==> config.mk <==
export PLATFORM = sky130hd
export DESIGN_NAME = oneshot_and_round_robin_task_picker_flat
export DESIGN_NICKNAME = d
export VERILOG_FILES = /design/src/hw/rtl/ortp_pkg.sv /design/src/hw/rtl/ortp_req_if.sv /design/src/hw/rtl/ortp_rsp_if.sv /design/src/hw/rtl/oneshot_and_round_robin_task_picker.sv /design/src/hw/rtl/ortp_ram.sv /design/src/hw/rtl/ortp_ctrl.sv /design/src/flat_wrapper.sv
export SDC_FILE = /design/constraint.sdc
export NUM_CORES = 2
export LEC_CHECK = 0
export ABC_AREA = 1
export BUFFER_PORTS_ARGS = -buffer_cell sky130_fd_sc_hd__buf_2
export CAP_MARGIN = 5
export CORE_MARGIN = 2
export CORE_UTILIZATION = 60
export CTS_BUF_LIST = sky130_fd_sc_hd__clkbuf_4 sky130_fd_sc_hd__clkbuf_8
export DETAILED_ROUTE_END_ITERATION = 10
export HOLD_SLACK_MARGIN = 0.12
export PLACE_DENSITY = 0.84
export REMOVE_ABC_BUFFERS = 1
export SYNTH_ARGS = -nofsm -noshare
export SYNTH_HDL_FRONTEND = slang
export SYNTH_HIERARCHICAL = 1
export SYNTH_SLANG_ARGS = --single-unit
==> constraint.sdc <==
create_clock -name clock -period 16.4 [get_ports clock]
set_input_delay 3.28 -clock clock [delete_from_list [all_inputs] [get_ports clock]]
set_output_delay 3.28 -clock clock [all_outputs]
set_load 0.02 [all_outputs]
==> src/hw/rtl/ortp_pkg.sv <==
package ortp_pkg;

   localparam int ONESHOT_DEPTH   = 8;
   localparam int RECURRING_DEPTH = 8;
   localparam int PAYLOAD_BYTES   = 8;

   localparam int OPCODE_W  = 2;
   localparam int ACTION_W  = 8;
   localparam int LENGTH_W  = 4;
   localparam int FIELD_W   = 64;
   localparam int IDX_W     = 3;
   localparam int PAY_W     = 8 * PAYLOAD_BYTES;

   localparam int OS_AW = $clog2(ONESHOT_DEPTH);
   localparam int OS_CW = $clog2(ONESHOT_DEPTH + 1);
   localparam int RC_AW = $clog2(RECURRING_DEPTH);
   localparam int RC_CW = $clog2(RECURRING_DEPTH + 1);
   localparam int CNT_W = (OS_CW > RC_CW) ? OS_CW : RC_CW;
   localparam int CMP_W = (CNT_W > IDX_W) ? CNT_W : IDX_W;

   typedef enum logic [OPCODE_W-1:0] {
      OP_APPEND_ONESHOT   = 2'd0,
      OP_REMOVE_ONESHOT   = 2'd1,
      OP_APPEND_RECURRING = 2'd2,
      OP_PICK             = 2'd3
   } op_type;

   typedef enum logic [1:0] {
      STAT_OK        = 2'd0,
      STAT_FULL      = 2'd1,
      STAT_BAD_INDEX = 2'd2,
      STAT_EMPTY     = 2'd3
   } status_type;

   typedef enum logic [2:0] {
      ST_IDLE,
      ST_DECIDE,
      ST_SHIFT,
      ST_SHIFT_WR,
      ST_PICK,
      ST_RESP
   } state_type;

   typedef struct packed {
      logic [ACTION_W-1:0] action;
      logic [LENGTH_W-1:0] length;
      logic [PAY_W-1:0]    payload;
   } entry_type;

   localparam int ENTRY_W = $bits(entry_type);

   typedef struct packed {
      op_type           op;
      logic [IDX_W-1:0] idx;
   } cmd_type;

   typedef struct packed {
      logic             req_ready;
      logic             rsp_valid;
      logic             os_we;
      logic [OS_AW-1:0] os_waddr;
      logic             os_wsel_shift;
      logic [OS_AW-1:0] os_raddr;
      logic             rc_we;
      logic [RC_AW-1:0] rc_waddr;
      logic [RC_AW-1:0] rc_raddr;
      logic             res_clear;
      logic             res_pick;
      logic             res_from_rec;
      status_type       res_status;
   } ctl_type;

   function automatic logic [LENGTH_W-1:0] clamp_length(input logic [LENGTH_W-1:0] len);
      if (len > LENGTH_W'(PAYLOAD_BYTES)) begin
         return LENGTH_W'(PAYLOAD_BYTES);
      end
      return len;
   endfunction

   function automatic logic [PAY_W-1:0] trim_payload(input logic [FIELD_W-1:0] data,
                                                     input logic [LENGTH_W-1:0] len);
      logic [PAY_W-1:0] res;
      res = '0;
      for (int b = 0; b < PAYLOAD_BYTES; b++) begin
         if (LENGTH_W'(b) < len) begin
            res[b*8 +: 8] = data[b*8 +: 8];
         end
      end
      return res;
   endfunction

endpackage

==> src/hw/rtl/ortp_req_if.sv <==
interface ortp_req_if;
   logic                          valid;
   logic                          ready;
   logic [ortp_pkg::OPCODE_W-1:0] opcode;
   logic [ortp_pkg::ACTION_W-1:0] action_code;
   logic [ortp_pkg::LENGTH_W-1:0] payload_length;
   logic [ortp_pkg::FIELD_W-1:0]  payload_bytes;
   logic [ortp_pkg::IDX_W-1:0]    remove_index;

   modport source (
      output valid, opcode, action_code, payload_length, payload_bytes, remove_index,
      input  ready
   );
   modport sink (
      input  valid, opcode, action_code, payload_length, payload_bytes, remove_index,
      output ready
   );
endinterface

==> src/hw/rtl/ortp_rsp_if.sv <==
interface ortp_rsp_if;
   logic                          valid;
   logic                          ready;
   logic [1:0]                    status;
   logic [ortp_pkg::ACTION_W-1:0] picked_action;
   logic [ortp_pkg::LENGTH_W-1:0] picked_length;
   logic [ortp_pkg::FIELD_W-1:0]  picked_payload;
   logic                          from_recurring;

   modport source (
      output valid, status, picked_action, picked_length, picked_payload, from_recurring,
      input  ready
   );
   modport sink (
      input  valid, status, picked_action, picked_length, picked_payload, from_recurring,
      output ready
   );
endinterface

==> src/hw/rtl/oneshot_and_round_robin_task_picker.sv <==
// Task picker with an ordered one-shot list and a round-robin recurring list, each kept in
// a small memory with one write port and a registered read port. One item is in flight at
// a time and req is not ready until its response has been taken. Appends, failed requests
// and empty picks pass from acceptance through one decision step to the response; a pick
// adds a step for the registered memory read. A removal at index i closes the gap one entry
// at a time, a read and a write-back of the one-shot memory per entry, and a last compare
// step ends the walk. Lengths above the payload size are saturated and payload bytes at or
// beyond the length are cleared when an entry is stored.
module oneshot_and_round_robin_task_picker (
   input logic       clock,
   input logic       reset,
   ortp_req_if.sink   req_ch,
   ortp_rsp_if.source rsp_ch
);
   import ortp_pkg::*;

   op_type                op_ff;
   logic [IDX_W-1:0]      idx_ff;
   entry_type             item_ff;
   entry_type             item_in;

   status_type            status_ff;
   logic [ACTION_W-1:0]   act_ff;
   logic [LENGTH_W-1:0]   len_ff;
   logic [FIELD_W-1:0]    pay_ff;
   logic                  rec_ff;

   cmd_type               cmd;
   ctl_type               ctl;
   entry_type             os_rdata, rc_rdata, pick_entry, os_wdata;
   logic [ENTRY_W-1:0]    os_rbits, rc_rbits;

   always_comb begin
      item_in.action  = req_ch.action_code;
      item_in.length  = clamp_length(req_ch.payload_length);
      item_in.payload = trim_payload(req_ch.payload_bytes, clamp_length(req_ch.payload_length));
   end

   always_ff @(posedge clock) begin
      if (req_ch.valid && req_ch.ready) begin
         op_ff   <= op_type'(req_ch.opcode);
         idx_ff  <= req_ch.remove_index;
         item_ff <= item_in;
      end
   end

   assign cmd.op  = op_ff;
   assign cmd.idx = idx_ff;

   ortp_ctrl u_ctrl (
      .clock     (clock),
      .reset     (reset),
      .req_valid (req_ch.valid),
      .rsp_ready (rsp_ch.ready),
      .cmd       (cmd),
      .ctl       (ctl)
   );

   assign os_wdata = ctl.os_wsel_shift ? os_rdata : item_ff;

   ortp_ram #(.DEPTH(ONESHOT_DEPTH), .WIDTH(ENTRY_W)) u_oneshot_ram (
      .clock (clock),
      .we    (ctl.os_we),
      .waddr (ctl.os_waddr),
      .wdata (os_wdata),
      .raddr (ctl.os_raddr),
      .rdata (os_rbits)
   );

   ortp_ram #(.DEPTH(RECURRING_DEPTH), .WIDTH(ENTRY_W)) u_recurring_ram (
      .clock (clock),
      .we    (ctl.rc_we),
      .waddr (ctl.rc_waddr),
      .wdata (item_ff),
      .raddr (ctl.rc_raddr),
      .rdata (rc_rbits)
   );

   assign os_rdata   = entry_type'(os_rbits);
   assign rc_rdata   = entry_type'(rc_rbits);
   assign pick_entry = ctl.res_from_rec ? rc_rdata : os_rdata;

   always_ff @(posedge clock) begin
      if (ctl.res_clear) begin
         status_ff <= ctl.res_status;
         act_ff    <= '0;
         len_ff    <= '0;
         pay_ff    <= '0;
         rec_ff    <= 1'b0;
      end else if (ctl.res_pick) begin
         status_ff <= STAT_OK;
         act_ff    <= pick_entry.action;
         len_ff    <= pick_entry.length;
         pay_ff    <= FIELD_W'(pick_entry.payload);
         rec_ff    <= ctl.res_from_rec;
      end
   end

   assign req_ch.ready          = ctl.req_ready;
   assign rsp_ch.valid          = ctl.rsp_valid;
   assign rsp_ch.status         = status_ff;
   assign rsp_ch.picked_action  = act_ff;
   assign rsp_ch.picked_length  = len_ff;
   assign rsp_ch.picked_payload = pay_ff;
   assign rsp_ch.from_recurring = rec_ff;

   a_busy_while_rsp : assert property (@(posedge clock) disable iff (reset)
      rsp_ch.valid |-> !req_ch.ready)
      else $error("req ready while a response is pending");

   a_one_in_flight : assert property (@(posedge clock) disable iff (reset)
      (req_ch.valid && req_ch.ready) |=> (!req_ch.ready && !rsp_ch.valid))
      else $error("accepted item not processed before ready or response");

   a_rec_pick_ok : assert property (@(posedge clock) disable iff (reset)
      (rsp_ch.valid && rsp_ch.from_recurring) |-> (rsp_ch.status == STAT_OK))
      else $error("recurring pick with non-ok status");

   a_len_bound : assert property (@(posedge clock) disable iff (reset)
      rsp_ch.valid |-> (rsp_ch.picked_length <= LENGTH_W'(PAYLOAD_BYTES)))
      else $error("picked length above payload size");
endmodule

==> src/hw/rtl/ortp_ram.sv <==
module ortp_ram #(
   parameter int DEPTH = 8,
   parameter int WIDTH = 8
) (
   input  logic                     clock,
   input  logic                     we,
   input  logic [$clog2(DEPTH)-1:0] waddr,
   input  logic [WIDTH-1:0]         wdata,
   input  logic [$clog2(DEPTH)-1:0] raddr,
   output logic [WIDTH-1:0]         rdata
);
   logic [WIDTH-1:0] mem [DEPTH];
   logic [WIDTH-1:0] rdata_ff;

   always_ff @(posedge clock) begin
      if (we) begin
         mem[waddr] <= wdata;
      end
   end

   always_ff @(posedge clock) begin
      rdata_ff <= mem[raddr];
   end

   assign rdata = rdata_ff;
endmodule

==> src/hw/rtl/ortp_ctrl.sv <==
module ortp_ctrl (
   input  logic              clock,
   input  logic              reset,
   input  logic              req_valid,
   input  logic              rsp_ready,
   input  ortp_pkg::cmd_type cmd,
   output ortp_pkg::ctl_type ctl
);
   import ortp_pkg::*;

   state_type        st_ff, st_in;
   logic [OS_CW-1:0] os_count_ff, os_count_in;
   logic [RC_CW-1:0] rc_count_ff, rc_count_in;
   logic [RC_AW-1:0] rot_ff, rot_in;
   logic [OS_AW-1:0] ptr_ff, ptr_in;
   logic [RC_AW-1:0] sel_ff, sel_in;
   logic             src_ff, src_in;

   logic [CMP_W-1:0] cmp_lhs, cmp_rhs;
   logic             cmp_lt;
   logic [RC_AW-1:0] pick_sel;

   // single shared comparator, operands chosen by step
   always_comb begin
      cmp_lhs = '0;
      cmp_rhs = '0;
      case (st_ff)
         ST_DECIDE: begin
            case (cmd.op)
               OP_APPEND_ONESHOT: begin
                  cmp_lhs = CMP_W'(os_count_ff);
                  cmp_rhs = CMP_W'(ONESHOT_DEPTH);
               end
               OP_REMOVE_ONESHOT: begin
                  cmp_lhs = CMP_W'(cmd.idx);
                  cmp_rhs = CMP_W'(os_count_ff);
               end
               OP_APPEND_RECURRING: begin
                  cmp_lhs = CMP_W'(rc_count_ff);
                  cmp_rhs = CMP_W'(RECURRING_DEPTH);
               end
               default: begin
                  cmp_lhs = CMP_W'(rot_ff);
                  cmp_rhs = CMP_W'(rc_count_ff);
               end
            endcase
         end
         ST_SHIFT: begin
            cmp_lhs = CMP_W'(ptr_ff) + CMP_W'(1);
            cmp_rhs = CMP_W'(os_count_ff);
         end
         ST_PICK: begin
            cmp_lhs = CMP_W'(sel_ff) + CMP_W'(1);
            cmp_rhs = CMP_W'(rc_count_ff);
         end
         default: begin
            cmp_lhs = '0;
            cmp_rhs = '0;
         end
      endcase
      cmp_lt = cmp_lhs < cmp_rhs;
   end

   assign pick_sel = cmp_lt ? rot_ff : '0;

   // next state
   always_comb begin
      st_in = st_ff;
      case (st_ff)
         ST_IDLE: begin
            if (req_valid) begin
               st_in = ST_DECIDE;
            end
         end
         ST_DECIDE: begin
            case (cmd.op)
               OP_REMOVE_ONESHOT: begin
                  st_in = cmp_lt ? ST_SHIFT : ST_RESP;
               end
               OP_PICK: begin
                  if (os_count_ff != '0 || rc_count_ff != '0) begin
                     st_in = ST_PICK;
                  end else begin
                     st_in = ST_RESP;
                  end
               end
               default: begin
                  st_in = ST_RESP;
               end
            endcase
         end
         ST_SHIFT: begin
            st_in = cmp_lt ? ST_SHIFT_WR : ST_RESP;
         end
         ST_SHIFT_WR: begin
            st_in = ST_SHIFT;
         end
         ST_PICK: begin
            st_in = ST_RESP;
         end
         ST_RESP: begin
            if (rsp_ready) begin
               st_in = ST_IDLE;
            end
         end
         default: begin
            st_in = ST_IDLE;
         end
      endcase
   end

   // outputs and counters
   always_comb begin
      ctl = '0;
      ctl.req_ready  = (st_ff == ST_IDLE);
      ctl.rsp_valid  = (st_ff == ST_RESP);
      ctl.os_raddr   = '0;
      ctl.rc_raddr   = sel_ff;
      ctl.res_status = STAT_OK;
      os_count_in    = os_count_ff;
      rc_count_in    = rc_count_ff;
      rot_in         = rot_ff;
      ptr_in         = ptr_ff;
      sel_in         = sel_ff;
      src_in         = src_ff;
      case (st_ff)
         ST_DECIDE: begin
            case (cmd.op)
               OP_APPEND_ONESHOT: begin
                  ctl.res_clear = 1'b1;
                  if (cmp_lt) begin
                     ctl.os_we    = 1'b1;
                     ctl.os_waddr = os_count_ff[OS_AW-1:0];
                     os_count_in  = os_count_ff + OS_CW'(1);
                  end else begin
                     ctl.res_status = STAT_FULL;
                  end
               end
               OP_REMOVE_ONESHOT: begin
                  if (cmp_lt) begin
                     ptr_in = cmp_lhs[OS_AW-1:0];
                  end else begin
                     ctl.res_clear  = 1'b1;
                     ctl.res_status = STAT_BAD_INDEX;
                  end
               end
               OP_APPEND_RECURRING: begin
                  ctl.res_clear = 1'b1;
                  if (cmp_lt) begin
                     ctl.rc_we    = 1'b1;
                     ctl.rc_waddr = rc_count_ff[RC_AW-1:0];
                     rc_count_in  = rc_count_ff + RC_CW'(1);
                  end else begin
                     ctl.res_status = STAT_FULL;
                  end
               end
               default: begin
                  if (os_count_ff != '0) begin
                     src_in = 1'b0;
                  end else if (rc_count_ff != '0) begin
                     src_in       = 1'b1;
                     sel_in       = pick_sel;
                     ctl.rc_raddr = pick_sel;
                  end else begin
                     ctl.res_clear  = 1'b1;
                     ctl.res_status = STAT_EMPTY;
                  end
               end
            endcase
         end
         ST_SHIFT: begin
            ctl.os_raddr = cmp_lhs[OS_AW-1:0];
            if (!cmp_lt) begin
               os_count_in   = os_count_ff - OS_CW'(1);
               ctl.res_clear = 1'b1;
            end
         end
         ST_SHIFT_WR: begin
            ctl.os_we         = 1'b1;
            ctl.os_waddr      = ptr_ff;
            ctl.os_wsel_shift = 1'b1;
            ptr_in            = ptr_ff + OS_AW'(1);
         end
         ST_PICK: begin
            ctl.res_pick     = 1'b1;
            ctl.res_from_rec = src_ff;
            if (src_ff) begin
               rot_in = cmp_lt ? cmp_lhs[RC_AW-1:0] : '0;
            end
         end
         default: begin
            ctl.res_clear = 1'b0;
         end
      endcase
   end

   always_ff @(posedge clock) begin
      if (reset) begin
         st_ff       <= ST_IDLE;
         os_count_ff <= '0;
         rc_count_ff <= '0;
         rot_ff      <= '0;
      end else begin
         st_ff       <= st_in;
         os_count_ff <= os_count_in;
         rc_count_ff <= rc_count_in;
         rot_ff      <= rot_in;
      end
   end

   always_ff @(posedge clock) begin
      ptr_ff <= ptr_in;
      sel_ff <= sel_in;
      src_ff <= src_in;
   end
endmodule
==> src/flat_wrapper.sv <==
// flat-port wrapper written by rule: the top's interface ports become plain ports
module oneshot_and_round_robin_task_picker_flat import ortp_pkg::*;
  (clock, reset, req_ch_valid, req_ch_opcode, req_ch_action_code, req_ch_payload_length, req_ch_payload_bytes, req_ch_remove_index, req_ch_ready, rsp_ch_valid, rsp_ch_status, rsp_ch_picked_action, rsp_ch_picked_length, rsp_ch_picked_payload, rsp_ch_from_recurring, rsp_ch_ready);
  ortp_req_if req_ch_i ();
  ortp_rsp_if rsp_ch_i ();
  input logic clock;
  input logic reset;
  input wire logic [$bits(req_ch_i.valid)-1:0] req_ch_valid;
  input wire logic [$bits(req_ch_i.opcode)-1:0] req_ch_opcode;
  input wire logic [$bits(req_ch_i.action_code)-1:0] req_ch_action_code;
  input wire logic [$bits(req_ch_i.payload_length)-1:0] req_ch_payload_length;
  input wire logic [$bits(req_ch_i.payload_bytes)-1:0] req_ch_payload_bytes;
  input wire logic [$bits(req_ch_i.remove_index)-1:0] req_ch_remove_index;
  output wire logic [$bits(req_ch_i.ready)-1:0] req_ch_ready;
  output wire logic [$bits(rsp_ch_i.valid)-1:0] rsp_ch_valid;
  output wire logic [$bits(rsp_ch_i.status)-1:0] rsp_ch_status;
  output wire logic [$bits(rsp_ch_i.picked_action)-1:0] rsp_ch_picked_action;
  output wire logic [$bits(rsp_ch_i.picked_length)-1:0] rsp_ch_picked_length;
  output wire logic [$bits(rsp_ch_i.picked_payload)-1:0] rsp_ch_picked_payload;
  output wire logic [$bits(rsp_ch_i.from_recurring)-1:0] rsp_ch_from_recurring;
  input wire logic [$bits(rsp_ch_i.ready)-1:0] rsp_ch_ready;
  assign req_ch_i.valid = req_ch_valid;
  assign req_ch_i.opcode = req_ch_opcode;
  assign req_ch_i.action_code = req_ch_action_code;
  assign req_ch_i.payload_length = req_ch_payload_length;
  assign req_ch_i.payload_bytes = req_ch_payload_bytes;
  assign req_ch_i.remove_index = req_ch_remove_index;
  assign req_ch_ready = req_ch_i.ready;
  assign rsp_ch_valid = rsp_ch_i.valid;
  assign rsp_ch_status = rsp_ch_i.status;
  assign rsp_ch_picked_action = rsp_ch_i.picked_action;
  assign rsp_ch_picked_length = rsp_ch_i.picked_length;
  assign rsp_ch_picked_payload = rsp_ch_i.picked_payload;
  assign rsp_ch_from_recurring = rsp_ch_i.from_recurring;
  assign rsp_ch_i.ready = rsp_ch_ready;
  oneshot_and_round_robin_task_picker u_core (.clock(clock), .reset(reset), .req_ch(req_ch_i), .rsp_ch(rsp_ch_i));
endmodule
**Word-level counts from Yosys, hierarchy flattened**

Memory sizes are Yosys's and may differ from the RTL's. A register that Yosys moved wholly into a read port is not among the register bits.
Index checks and enable logic that the tools add are counted.

- Register bits: 181
- Latch bits: 0
- Bits in writable memories: 1,216
- Memory bits (read-only): 0
- Input bits: 85
- Output and inout port bits: 81
- Memories kept: 2

- $add $sub $neg: 6
- Multipliers: 0
- Divide/modulo/power cells: 0
- Order comparisons: 10
- Eq/ne operators: 14
- Shift-type cells: 0
- Multiplexer cells: 54
- Bitwise operators: 2
- Reductions and logical operators: 19

Memories:

| name | words | width | rd ports | clocked after memory_dff | wr ports | line | text |
|---|---|---|---|---|---|---|---|
| u_core.u_oneshot_ram.mem | 8 | 76 | 1 | 1 | 1 | ortp_ram.sv:12 | `logic [WIDTH-1:0] mem [DEPTH];` |
| u_core.u_recurring_ram.mem | 8 | 76 | 1 | 1 | 1 | ortp_ram.sv:12 |  |

Operator list:

| cell | number |
|---|---|
| 76-bit two-way mux | 2 |
| 4-bit two-way mux | 10 |
| 4-bit case mux with 3 select lines | 3 |
| 3-bit two-way mux | 11 |
| 4-bit case mux with 2 select lines | 3 |
| 3-bit case mux with 6 select lines | 1 |
| 3-bit by 4-bit less-than comparator with 1-bit output, first input constant | 4 |
| 2-bit two-way mux | 7 |
| 3-bit case mux with 2 select lines | 2 |
| 3-bit AND reduction | 4 |
| 1-bit two-way mux | 11 |
| 3-bit by 1-bit adder with 4-bit output, second input constant | 2 |
| 4-bit by 1-bit adder with 4-bit output, second input constant | 2 |
| 1-bit by 4-bit less-than comparator with 1-bit output, first input constant | 2 |
| 2-bit by 4-bit less-than comparator with 1-bit output, first input constant | 2 |
| 2-bit nonzero test | 4 |
| 4-bit nonzero test | 2 |
| 7-bit two-way mux | 1 |
| 3-bit by 2-bit equality test with 1-bit output, second input constant | 2 |
| 3-bit equality test, second input constant | 2 |
| 2-bit by 1-bit != test with 1-bit output, second input constant | 3 |
| 2-bit != test, second input constant | 3 |
| 2-bit equality test, second input constant | 2 |
| 4-bit > comparator, second input constant | 1 |
| 16 further kinds | 19 |

**Logic depth before layout (Yosys ltp)**

- Depth in word-level cells: 12
- Mapped depth: 26
- Gate-level depth less buffers: 23

**Cells and area by module**

The synthesis kept the hierarchy.

By module, submodules not included:

| module | times used | cells an instance | area each (um2) | seq. area each (um2) |
|---|---|---|---|---|
| ortp_ram | 2 | 2,721 | 28,086.9 | 19,779.0 |
| oneshot_and_round_robin_task_picker | 1 | 1,059 | 7,679.9 | 4,033.9 |
| ortp_ctrl | 1 | 255 | 1,781.7 | 490.5 |

**Least setup slack after synthesis**

No wires, ideal clock.

- Kind: register to register
- Start: register u_core.u_ctrl.st_ff[1]
- End: memory u_core/u_oneshot_ram/mem[7][0] (netlist bit) (enable)
- Library setup time: 0.511 ns
- Arrival: 5.817 ns
- Data required time: 15.889 ns
- Setup slack: 10.073 ns
- Stages on the path, launching flop included: 16
- Clock period less this slack: 6.327 ns
- Path through: dfxtp_1 -> nor2_4 -> nand2_4 -> o21ai_0 -> inv_1 -> ha_1 -> or2_2 -> nand3_1 -> nand2_1 -> ha_1 -> a21oi_1 -> a21boi_4 -> nand2_1 -> o21ai_1 -> nand2_1 -> nor2_1

RTL lines:

| item | line | text |
|---|---|---|
| from (decl) | ortp_ctrl.sv:11 | `state_type st_ff, st_in;` |
| from (signal assigned) | ortp_ctrl.sv:204 | `st_ff <= st_in;` |
| to (decl) | ortp_ram.sv:12 |  |

==> run metrics <==
outcome finished clean; Fill cells 7,518; first drt pass iteration count 7; root buf cell clkbuf_8; Setup Crit Path Kind reg2reg; Tmin final 5.65 ns; Least-Margin Pin Slew 1.18 ns; CP Launch Type flop; multi-input logic area 0.0143 sq mm; number of global-route vias before repair 46.2k; final wirelength 165,000 microns; worst-path maximum fanout 29; maximum clock rate 0.177 GHz; Initial Utilization 0.604; Final Max Tran Viols 0; clk sink count 1,549; DR vias 46.6k; Clock Tree Buf Depth 3; Setup Skew 0.0433 ns; Detail Route Antenna Nets 0; Util after Layout 0.664; Worst EP arrival 6.16 ns; drt drc 0; PwrDens 126 mW/mm^2; Ys Warns 6; top post-synthesis cells by area edfxtp_1 (60%), nand2_1 (14%), inv_1 (8.5%), dfxtp_1 (7.4%), nand3_1 (5.4%); Synth area leader edfxtp_1; vias per inst 5.44; Final setup viols 0; Max VDD drop 80.9 uV; area delta synth->final 10.0%; Syn Area/Cell 9.72 sq um; initial antenna violation count 2; Final #Nets 7,026; largest net degree at the start of global routing 157; die area 0.112 sq mm; leading cell type in the layout, fill and taps excluded nand2_1; H-tree depth 4; CTS clk-pin slew, worst paths 0.06 ns; die height 335 microns; #FFs+latches synth 1,549; most frequent cells in the layout nand2_1 (2,365), inv_1 (1,485), edfxtp_1 (1,306), nand3_1 (702), clkbuf_8 (273); RSZ-0062 raised after global routing no; postcts setup bufs 0; top cell type's share of synthesized area 0.598; die extent in x 335 microns; crit end category flop; Hold-fix buffers, CTS 0; area of the mapped netlist 0.0656 sq mm; gp weighted congestion 0.889; # rows 121; grt ovf 0; max-cap violation count 0; post_cts resized 0; Core Area 0.109 sq mm; sequential fraction of the synthesis area 0.672; sequential cell area 0.0441 sq mm; Synth cell types 43; Clock Latency Late Sink 0.91 ns; CP required 16.91 ns; Final period util 0.345; Hold Path Class reg2reg; share of layout cells above drive strength 1 0.0984; Global Route Usage Sum 0.293; CTS tree done; # IOs 166; Leakage Power 33.8 nW; hpwl dp 86,900 microns; Cells after Synth 6,756; Slew HR 0.212; WL/cell 19.3 microns; Setup Total Neg Slack 0 ns; initial DRC count 5,752; CTS Buf Count 231; first-pass GRT wire length 251,000 microns; Final Hold Fails 0; Port Buf Inserts 165
-- registers in the layout (all words and copies together) (netlist names), 8 cells and up --
register / cells
u_core/item_ff: 76
u_core/u_oneshot_ram/rdata: 76
u_core/rsp_ch.picked_payload: 64
u_core/rsp_ch.picked_action: 8
u_core/u_oneshot_ram/mem: 608
u_core/u_recurring_ram/mem: 608
u_core/u_recurring_ram/rdata: 76
-- final cells by class --
cell class / instances / area share
inverter: 1504 / 0.0789
sequential: 1549 / 0.610
antenna: 2 / 0.0000693
tap: 1414 / 0.0245
clock buffer: 360 / 0.0611
clock inverter: 79 / 0.00830
multi-input combinational: 3414 / 0.198
timing repair buffer: 230 / 0.0184
-- kinds of logic (layout without fill, tap and decap cells) --
kind of cell             after synthesis  in the layout  share of synthesized area
adder cells (fa/ha/maj)               11             11                    0.00221
flip-flops                          1549           1549                      0.672
buffers and inverters               1793           2173                      0.112
XOR/XNOR                               5              5                   0.000667
other                                  0              2                          0
AND/OR/NAND/NOR                     3272           3272                      0.203
AO/OA/AOI/OAI                        126            126                     0.0107
-- critical path, cell delays in order, from the launching register on --
cell,delay (ns)
dfxtp_1,0.56
nor2_4,0.09
nand2_4,0.13
nand2_1,0.06
o21ai_0,0.07
inv_1,0.08
ha_1,0.21
or2_2,0.29
nand3_1,0.07
nand2_1,0.11
ha_1,0.22
a21oi_1,0.30
a21boi_4,0.35
nand2_4,0.13
nor2_2,0.14
nand2_1,0.24
nor2_4,0.95
buf_4,0.61
buf_4,0.55
-- synth_stat cells, drive strengths merged --
| master | count |
|---|---|
| nand2 | 2376 |
| inv | 1503 |
| edfxtp | 1306 |
| nand3 | 708 |
| buf | 252 |
| dfxtp | 243 |
| nor2 | 181 |
| a21oi | 89 |
| clkbuf | 37 |
| o21ai | 19 |
| ha | 10 |
| o21bai | 4 |
| nor3 | 3 |
| o221ai | 3 |
| xor2 | 3 |
| a22oi | 2 |
| nor4 | 2 |
| o22ai | 2 |
| xnor2 | 2 |
| a21boi | 1 |
| a21o | 1 |
| a221oi | 1 |
| a41oi | 1 |
| clkinv | 1 |
| fa | 1 |
| nand4 | 1 |
| o2111ai | 1 |
| o211ai | 1 |
| o31ai | 1 |
| or2 | 1 |
-- power by group --
group / switching (W) / internal [W]
Sequential: 0.000130 / 0.00458
Combinational: 0.000808 / 0.000268
Clock: 0.00149 / 0.00182
-- path summary, 6_finish.rpt --
path	from	end	slack, ns	depth (start not counted)
setup / recovery	u_core/u_ctrl/st_ff[1]	u_core/u_recurring_ram/mem[1][73]	10.75	18
hold / removal	u_core/rsp_ch.picked_payload[18]	u_core/rsp_ch.picked_payload[18]	0.45	2
setup reg to reg	u_core/u_ctrl/st_ff[1]	u_core/u_recurring_ram/mem[1][73]	10.75	18
hold reg to reg	u_core/rsp_ch.picked_payload[18]	u_core/rsp_ch.picked_payload[18]	0.45	2
-- per-stage QoR --
step,hold slack (ns),worst slack (ns),cells,total power [W],area [sq um]
after CTS,0.450,10.86,8549,0.00911,72200
final,0.446,10.75,8552,0.00910,72200
after floorplan,0.453,2.87,6467,0.00546,63900
after global routing,0.461,10.51,8551,0.00942,72200
after global placement,0.433,11.11,8110,0.00580,67200
after detailed placement,0.435,10.93,8110,0.00584,67200
-- metal layers --
| metal | global-route usage | vias to the layer above | part of all wire |
|---|---|---|---|
| li1 | - | 21256 | - |
| met1 | 0.378 | 21565 | 0.36 |
| met2 | 0.478 | 3134 | 0.47 |
| met3 | 0.0611 | 602 | 0.12 |
| met4 | 0.141 | 2 | 0.044 |
| met5 | 0 | - | 0.000061 |
Power figures use the tool's default switching activity.
